[src/rtl/ilid_pkg.sv]
package ilid_pkg;

  localparam int unsigned DEPTH      = 64;
  localparam int unsigned DATA_WIDTH = 32;
  localparam int unsigned IDX_W      = $clog2(DEPTH);
  localparam int unsigned CNT_W      = $clog2(DEPTH + 1);
  localparam int unsigned POS_W      = 7;
  localparam int unsigned CMP_W      = (CNT_W > POS_W) ? CNT_W : POS_W;

  typedef enum logic [1:0] {
    OP_INSERT = 2'd0,
    OP_REMOVE = 2'd1,
    OP_DUMP   = 2'd2,
    OP_NONE   = 2'd3
  } op_e;

  typedef enum logic [1:0] {
    ST_OK    = 2'd0,
    ST_RANGE = 2'd1,
    ST_FULL  = 2'd2
  } status_e;

  typedef enum logic [1:0] {
    CM_HOLD,
    CM_INSERT,
    CM_REMOVE,
    CM_ROTATE
  } cell_mode_e;

  typedef struct packed {
    cell_mode_e            mode;
    logic [IDX_W-1:0]      pos;
    logic [IDX_W-1:0]      last_idx;
    logic [DATA_WIDTH-1:0] ins_word;
  } cell_ctrl_t;

endpackage

[src/rtl/ilid_cell.sv]
module ilid_cell (
  input  logic                           clk_i,
  input  ilid_pkg::cell_ctrl_t           ctrl_i,
  input  logic [ilid_pkg::IDX_W-1:0]     idx_i,
  input  logic [ilid_pkg::DATA_WIDTH-1:0] left_i,
  input  logic [ilid_pkg::DATA_WIDTH-1:0] right_i,
  input  logic [ilid_pkg::DATA_WIDTH-1:0] head_i,
  output logic [ilid_pkg::DATA_WIDTH-1:0] word_o
);
  import ilid_pkg::*;

  logic [DATA_WIDTH-1:0] word_q, word_d;

  always_comb begin
    word_d = word_q;
    case (ctrl_i.mode)
      CM_INSERT: begin
        if (idx_i > ctrl_i.pos) begin
          word_d = left_i;
        end else if (idx_i == ctrl_i.pos) begin
          word_d = ctrl_i.ins_word;
        end
      end
      CM_REMOVE: begin
        if (idx_i >= ctrl_i.pos) begin
          word_d = right_i;
        end
      end
      CM_ROTATE: begin
        if (idx_i == ctrl_i.last_idx) begin
          word_d = head_i;
        end else if (idx_i < ctrl_i.last_idx) begin
          word_d = right_i;
        end
      end
      default: word_d = word_q;
    endcase
  end

  always_ff @(posedge clk_i) begin
    word_q <= word_d;
  end

  assign word_o = word_q;

endmodule

[config.mk]
export PLATFORM = sky130hd
export DESIGN_NAME = ilid_cell
export DESIGN_NICKNAME = d
export VERILOG_FILES = /design/src/rtl/ilid_pkg.sv /design/src/rtl/ilid_cell.sv
export SDC_FILE = /design/constraint.sdc
export NUM_CORES = 1
export LEC_CHECK = 0
export BUFFER_PORTS_ARGS = -buffer_cell sky130_fd_sc_hd__clkbuf_2
export CORE_MARGIN = 2
export CORE_UTILIZATION = 30
export DETAILED_ROUTE_END_ITERATION = 8
export GPL_ROUTABILITY_DRIVEN = 1
export PLACE_DENSITY_LB_ADDON = 0.12
export SYNTH_ARGS = -nofsm -noshare
export SYNTH_HDL_FRONTEND = slang
export SYNTH_SLANG_ARGS = --single-unit
export TNS_END_PERCENT = 1
[constraint.sdc]
create_clock -name clk_i -period 9.01 [get_ports clk_i]
set_input_delay 0.901 -clock clk_i [delete_from_list [all_inputs] [get_ports clk_i]]
set_output_delay 0.901 -clock clk_i [all_outputs]
set_load 0.03 [all_outputs]
Word-level counts from Yosys, hierarchy flattened
Cells that the tools add are included.

Register bits after elaboration: 32. Bits in latches: 0. Memory bits (writable): 0. Bits in read-only memories: 0. Input port bits: 149. Output and inout bits: 32. Word-level logic and storage cells: 20. Memories: 0.

$add $sub $neg: 0. Multipliers: 0. Divide/modulo/power cells: 0. Order comparisons: 3. Equal/unequal tests: 8. Shift-type cells: 0. Multiplexer cells: 6. Bitwise operators: 0. Reduce and logical (&&, ||, !) cells: 2.

Operators by type and width (count): 2-to-1 mux 32 bit (5); case mux 32 bit (3 select lines) (1); == test 6 bit (2); >= comparator 6 bit (1); greater-than comparator 6 bit (1); < comparator 6 bit (1); inequality test 3 bit (second input constant) (2); == test 2 bit (second input constant) (2); AND reduction 4 bit (1); nonzero test 3 bit (1); == test 2 x 1 -> 1 bit (second input constant) (1); inequality test 2 bit (second input constant) (1).

Longest topological paths before layout
Gate-level depths: netlist of the first run.

Depth after elaboration: 4. Depth in mapped cells: 8. Gate-level depth less buffers: 6.

Worst setup path after synthesis of the first run
OpenSTA, ideal clock, no wires.

Path kind: input to register. Start point: input ctrl_i[37] (netlist bit). End point: register word_q[0], in the netlist word_o[0], enable pin. Library setup time: 0.466 ns. Arrival: 3.926 ns. Required time: 8.544 ns. Path slack: 4.618 ns. Cell stages on the path: 6. Path buffers: 0. Cells stage by stage: inv_1 -> ha_1 -> and4_1 -> o21ai_0 -> a31oi_1 -> o21ai_0.

Longest elaborated chain between the ends: 3. Elaborated cells on any way between the ends: 4. Classes of those cells: order compare (1); eq/ne (2); reduce/logical (1).

RTL lines: from (decl) (line ilid_cell.sv:3) `input ilid_pkg::cell_ctrl_t ctrl_i,`; < comparator 6 bit or == test 6 bit (tied branches) (line ilid_cell.sv:32, ilid_cell.sv:30); inequality test 3 bit (no source line) *; AND reduction 4 bit (no source line) *; to (signal assigned) (line ilid_cell.sv:41) `word_q <= word_d;`; to (decl) (line ilid_cell.sv:12) `logic [DATA_WIDTH-1:0] word_q, word_d;`.

Mark *: on every way between the ends. The rest lies on a longest branch, timed or not. A chain may end at the register's enable or synchronous reset.

Worst setup path after layout of the first run
Start point: input idx_i[1] (netlist bit). End point: register word_q[8], in the netlist word_o[8] (data pin).

Longest elaborated chain between the ends: 3. Elaborated cells on any way between the ends: 5. Classes of those cells: order compare (1); eq/ne (1); mux (3).

RTL lines: from (decl) (line ilid_cell.sv:4) `input logic [ilid_pkg::IDX_W-1:0] idx_i,`; greater-than comparator 6 bit or == test 6 bit (tied branches) (line ilid_cell.sv:18, ilid_cell.sv:30); 2-to-1 mux 32 bit (on tied branches) (line ilid_cell.sv:18, ilid_cell.sv:30); case mux 32 bit (3 select lines) * (line ilid_cell.sv:16) `case (ctrl_i.mode)`; net word_d[8] (line ilid_cell.sv:12).

The timed path passes the listed nets; every way through them passes the cells marked *.

==> results.sh, run 1 <==
export IMPL_antenna_found_initial=0
export IMPL_ys_async_sr_fraction_pct=0
export IMPL_arrival_ns=3.83
export IMPL_drive_above_1_share_pct=38.4
export IMPL_cts_setup_buffers=0
export IMPL_io_pins=181
export IMPL_fin_setup_tns_ns=0
export IMPL_layout_nets=757
export IMPL_leakagePower_nw=2.25
export IMPL_grt_pass1_vias=3813
export IMPL_worstMarginPinSlew_ns=1.31
export IMPL_drv_slew=0
export IMPL_path_buf_inv=1
export IMPL_placed_cell_area_mm2=0.00464
export IMPL_io_buffers=180
export IMPL_largest_register_ff_count=32
export IMPL_fin_crit_ns=3.83
export IMPL_fin_total_pwr_uw=627
export IMPL_cp_top_family="simple AND/OR/NAND/NOR gates"
export IMPL_post_route_period_util_pct=42.6
export IMPL_synth_edf_count=32
export IMPL_diodes=0
export IMPL_syn_to_final_growth_pct=28.6
export IMPL_num_rows=40
export IMPL_required_ns=9.01
export IMPL_hold_path_class="in -> reg"
export IMPL_final_area_mm2=0.00477
export IMPL_synth_seq_area_share_pct=25.9
export IMPL_drt_iter0_drc=175
export IMPL_overflow=0
export IMPL_hold_path_endpoint="word_o[5]"
export IMPL_ant_nets=0
export IMPL_syn_area_per_cell_um2=8.26
export IMPL_critPathCaptureType="flip-flop"
export IMPL_cts_tree="yes"
export IMPL_cts_buffers=5
export IMPL_hold_path_depth=3
export IMPL_crit_chain="clkbuf_2, ha_2, nor2b_2, o21ai_0, a21oi_1, a2111oi_2"
export IMPL_wirelength_um=12000
export IMPL_cts_resized=0
export IMPL_die_w_um=115
export IMPL_track_usage_pct=17.8
export IMPL_cts_htree_levels=2
export IMPL_max_vdd_ir_drop_mv=0.0537
export IMPL_grt_pass1_wl_um=18700
export IMPL_synth_ff_type="edfxtp_1"
export IMPL_place_gp_congestion=0.764
export IMPL_fmax_mhz=261
export IMPL_min_from="ctrl_i[5]"
export IMPL_synth_cells=449
export IMPL_path_class="in -> reg"
export IMPL_avgViaCountPerCell=5.10
export IMPL_cts_root_buf="clkbuf_16"
export IMPL_die_area_mm2=0.0133
export IMPL_status="finished, final reports clean"
export IMPL_wire_per_inst_um=15.6
export IMPL_cellPowerDensity_mw_per_mm2=131
export IMPL_detailed_place_hpwl_um=8170
export IMPL_drt_drc_violations_left=0
export IMPL_rsz0062_at_grt="no"
export IMPL_crit_path_max_incr_delay_ns=1.19
export IMPL_num_vias=3895
export IMPL_core_area_mm2=0.0121
export IMPL_die_h_um=115
export IMPL_grt_max_degree=71
export IMPL_hold_viol_final=0
export IMPL_worstSetupStartpointType="input pin"
export IMPL_ctsHoldBuffers=0
export IMPL_clk_pin_slew_ns=0.05
export IMPL_drv_cap=0
export IMPL_clock_sinks=32
export IMPL_crit_path_max_fanout=66
export IMPL_synthesis_nets=610
export IMPL_synth_cell_types=35
export IMPL_synthesis_yosys_warnings=0
export IMPL_clockBufferDepth=2
export IMPL_crit_path_top_delay_cell="nor2b_2"
export IMPL_synth_seq_cells=32
export IMPL_slew_headroom_pct=12.5
export IMPL_drt_first_pass_iters=5
export IMPL_setup_viol_count_final=0
export IMPL_start_util_pct=30.7
export IMPL_synth_area_mm2=0.00371
## metal layers
metal	vias up	share of wire (%)	wire length [um]	global-route usage, %
met5	-	0	0	0
met2	156	47	5620	30.0
met3	16	6.5	771	3.69
li1	1931	-	-	-
met1	1792	45	5370	23.1
met4	0	1.6	190	4.82
## layout by cell type, fill, tap and decap left out, types with 2 or more instances in the layout
master	netlist	routed
a2111oi_2	30	30
a21oi_1	68	68
a31oi_1	2	2
buf_4	3	3
clkbuf_16	0	5
clkbuf_2	0	180
edfxtp_1	32	32
ha_1	12	10
ha_2	0	2
inv_1	43	43
mux2i_1	31	31
nand2_1	5	5
nand2b_1	59	59
nand3_1	32	32
nor2b_1	4	3
nor3_1	32	32
nor4_1	2	2
o21ai_0	34	33
or2b_1	4	4
## worst max path at each step
stage                 endpoint       start  cells after the start
floorplan            word_o[0]  ctrl_i[37]                      6
global placement    word_o[23]  ctrl_i[39]                      7
detailed placement   word_o[8]    idx_i[1]                      6
CTS                  word_o[8]    idx_i[1]                      6
global route         word_o[4]    idx_i[1]                      6
finish               word_o[8]    idx_i[1]                      6
## stage by stage
step,std cells,utilization [%],hold WS (ns),setup WS (ns)
6_report,764,39.5,1.02,5.18
5_1_grt,764,39.5,1.03,4.87
2_1_floorplan,449,-,1.19,4.62
3_3_place_gp,757,38.4,1.30,4.97
3_5_place_dp,757,38.4,1.30,4.91
4_1_cts,764,39.5,1.02,5.19
## cell usage after synthesis (all sizes together), types with 2 or more instances
master | n | area [um^2]
nor4 | 2 | 12.5
nand3 | 32 | 160
inv | 43 | 161
clkbuf | 17 | 63.8
nand4 | 3 | 40.0
a2111oi | 31 | 459
or2b | 4 | 30.0
a31oi | 2 | 12.5
or2 | 2 | 12.5
o21ai | 35 | 175
ha | 12 | 150
buf | 26 | 175
nor2b | 4 | 25.0
nand2b | 59 | 369
mux2i | 31 | 310
edfxtp | 32 | 961
a21oi | 69 | 349
nor3 | 33 | 170
nand2 | 5 | 18.8
## kinds of logic (layout without fill, tap and decap cells)
family | count (synthesis) | after routing | synth area share, %
AOI/OAI and AO/OA | 142 | 142 | 27.9
adders and majority gates | 12 | 12 | 4.05
buffers and inverters | 86 | 233 | 10.8
DFF | 32 | 32 | 25.9
muxes | 31 | 31 | 8.37
and+or+nand+nor | 146 | 146 | 22.9
## power breakdown
group	internal [mW]	total, mW	switching, mW
Sequential	0.197	0.206	0.00855
Combinational	0.0904	0.257	0.166
Clock	0.100	0.164	0.0639
Total	0.388	0.627	0.239
## cell type report
cell class              instances  area (um^2)
fillers                      1256         7290
inverters                      43          161
clock buffers                   6          129
multi-input cells             331         2380
clock inverters                 1         5.00
repair buffers                183          923
well taps                     168          210
flip-flops and latches         32          961
Note: power is estimated with default switching activity, not from simulation.
==> run 2: changes to the inputs <==
==> constraint.sdc (replaced) <==
create_clock -name clk_i -period 3.7 [get_ports clk_i]
set_input_delay 0.37 -clock clk_i [delete_from_list [all_inputs] [get_ports clk_i]]
set_output_delay 0.37 -clock clk_i [all_outputs]
set_load 0.03 [all_outputs]
==> results.sh, run 2 (synthesis gave the netlist of run 1 again) <==
export IMPL_required_ns=3.77
export IMPL_grt_max_degree=53
export IMPL_io_buffers=180
export IMPL_clockBufferDepth=2
export IMPL_antenna_found_initial=1
export IMPL_final_cell_mix="clkbuf_2, a21oi_1, nand2b_1, inv_1, o21ai_0"
export IMPL_layout_nets=764
export IMPL_slew_headroom_pct=24.7
export IMPL_path_class="in -> reg"
export IMPL_syn_to_final_growth_pct=30.9
export IMPL_die_h_um=115
export IMPL_io_pins=181
export IMPL_post_route_period_util_pct=67.1
export IMPL_avgViaCountPerCell=4.98
export IMPL_hold_path_depth=3
export IMPL_cts_root_buf="clkbuf_16"
export IMPL_crit_chain="clkbuf_2, inv_1, ha_2, nand2_1, o21bai_4, buf_4, nor3_1, a2111oi_2"
export IMPL_drive_above_1_share_pct=39.2
export IMPL_die_area_mm2=0.0133
export IMPL_leakagePower_nw=2.30
export IMPL_grt_pass1_wl_um=18300
export IMPL_wire_per_inst_um=15.6
export IMPL_place_gp_congestion=0.771
export IMPL_p_int_mw=1.02
export IMPL_drv_slew=0
export IMPL_fin_setup_tns_ns=0
export IMPL_drt_iter0_drc=152
export IMPL_crit_path_max_fanout=33
export IMPL_cts_setup_buffers=0
export IMPL_cts_tree="yes"
export IMPL_p_sw_uw=585
export IMPL_arrival_ns=2.56
export IMPL_seqPwrFrac_pct=31.2
export IMPL_clk_pin_slew_ns=0.06
export IMPL_cts_buffers=5
export IMPL_num_vias=3848
export IMPL_start_util_pct=30.7
export IMPL_largest_register_ff_count=32
export IMPL_status="finished, final reports clean"
export IMPL_clock_sinks=32
export IMPL_track_usage_pct=17.6
export IMPL_crit_path_top_delay_cell="ha_2"
export IMPL_ant_nets=0
export IMPL_detailed_place_hpwl_um=8880
export IMPL_drt_drc_violations_left=0
export IMPL_wirelength_um=12000
export IMPL_setup_viol_count_final=0
export IMPL_fin_total_pwr_mw=1.61
export IMPL_critPathCaptureType="flip-flop"
export IMPL_drt_first_pass_iters=5
export IMPL_max_vdd_ir_drop_mv=0.153
export IMPL_grt_pass1_vias=3732
export IMPL_hold_viol_final=0
export IMPL_core_area_mm2=0.0121
export IMPL_fmax_mhz=403
export IMPL_die_w_um=115
export IMPL_worstSetupStartpointType="input pin"
export IMPL_cts_resized=0
export IMPL_fin_crit_ns=2.48
export IMPL_ctsHoldBuffers=0
export IMPL_mostFrequentLayoutCell="clkbuf_2"
export IMPL_overflow=0
export IMPL_p_clk_share_pct=29.5
export IMPL_num_rows=40
export IMPL_drv_cap=0
export IMPL_p_sw_share_pct=36.4
export IMPL_hold_slack_ns=0.487
export IMPL_combPwrFrac_pct=39.3
export IMPL_hold_path_class="in -> reg"
export IMPL_crit_path_max_incr_delay_ns=0.72
export IMPL_worstMarginPinSlew_ns=1.13
export IMPL_cellPowerDensity_mw_per_mm2=331
export IMPL_cts_htree_levels=2
export IMPL_rsz0062_at_grt="no"
[run 2: changes by cell type in the layout (fill, tap and decap cells not counted), sizes merged]
cell,before,now
diode,0,1
bufinv,0,1
buf,3,10
[run 2: path summary, 6_finish.rpt]
path | start | to | slack (ns)
worst max-delay path | idx_i[0] | word_o[22] | 1.22
worst min-delay path | ctrl_i[26] | word_o[26] | 0.49
[run 2: power by group through the flow]
stage | clock network [mW] | logic (mW) | registers [mW]
floorplan | 0 | 0.299 | 0.632
finish | 0.474 | 0.632 | 0.502
global placement | 0 | 0.627 | 0.511
global route | 0.502 | 0.688 | 0.507
CTS | 0.488 | 0.639 | 0.504
detailed placement | 0 | 0.637 | 0.510
[run 2: routing by layer]
metal,GRT usage [%],up-vias,wire (um)
met5,0,-,0
met3,3.69,10,755
li1,-,1938,-
met1,23.2,1746,5540
met4,5.38,0,176
met2,28.9,154,5550
[run 2: critical path: cells and delay by family]
family	cells	cell delay, ns
simple gates	2	0.31
buf+inv	3	0.44
fa+ha+maj	1	0.72
compound gates	2	0.69
[run 2: stage by stage]
stage	cells	area [um^2]	worst slack, ns	utilization (%)
finish	773	4850	1.22	40.2
global route	773	4850	1.05	40.2
CTS	772	4850	1.23	40.2
floorplan	449	3710	0.702	-
global placement	764	4690	1.03	38.9
detailed placement	764	4690	0.949	38.9
[run 2: layout make-up]
class,count,area [um^2]
clock buffers,6,129
clock inverters,2,35.0
well taps,168,210
fillers,1241,7210
multi-input cells,331,2380
repair buffers,190,976
flip-flops and latches,32,961
inverters,43,161
diodes,1,2.50
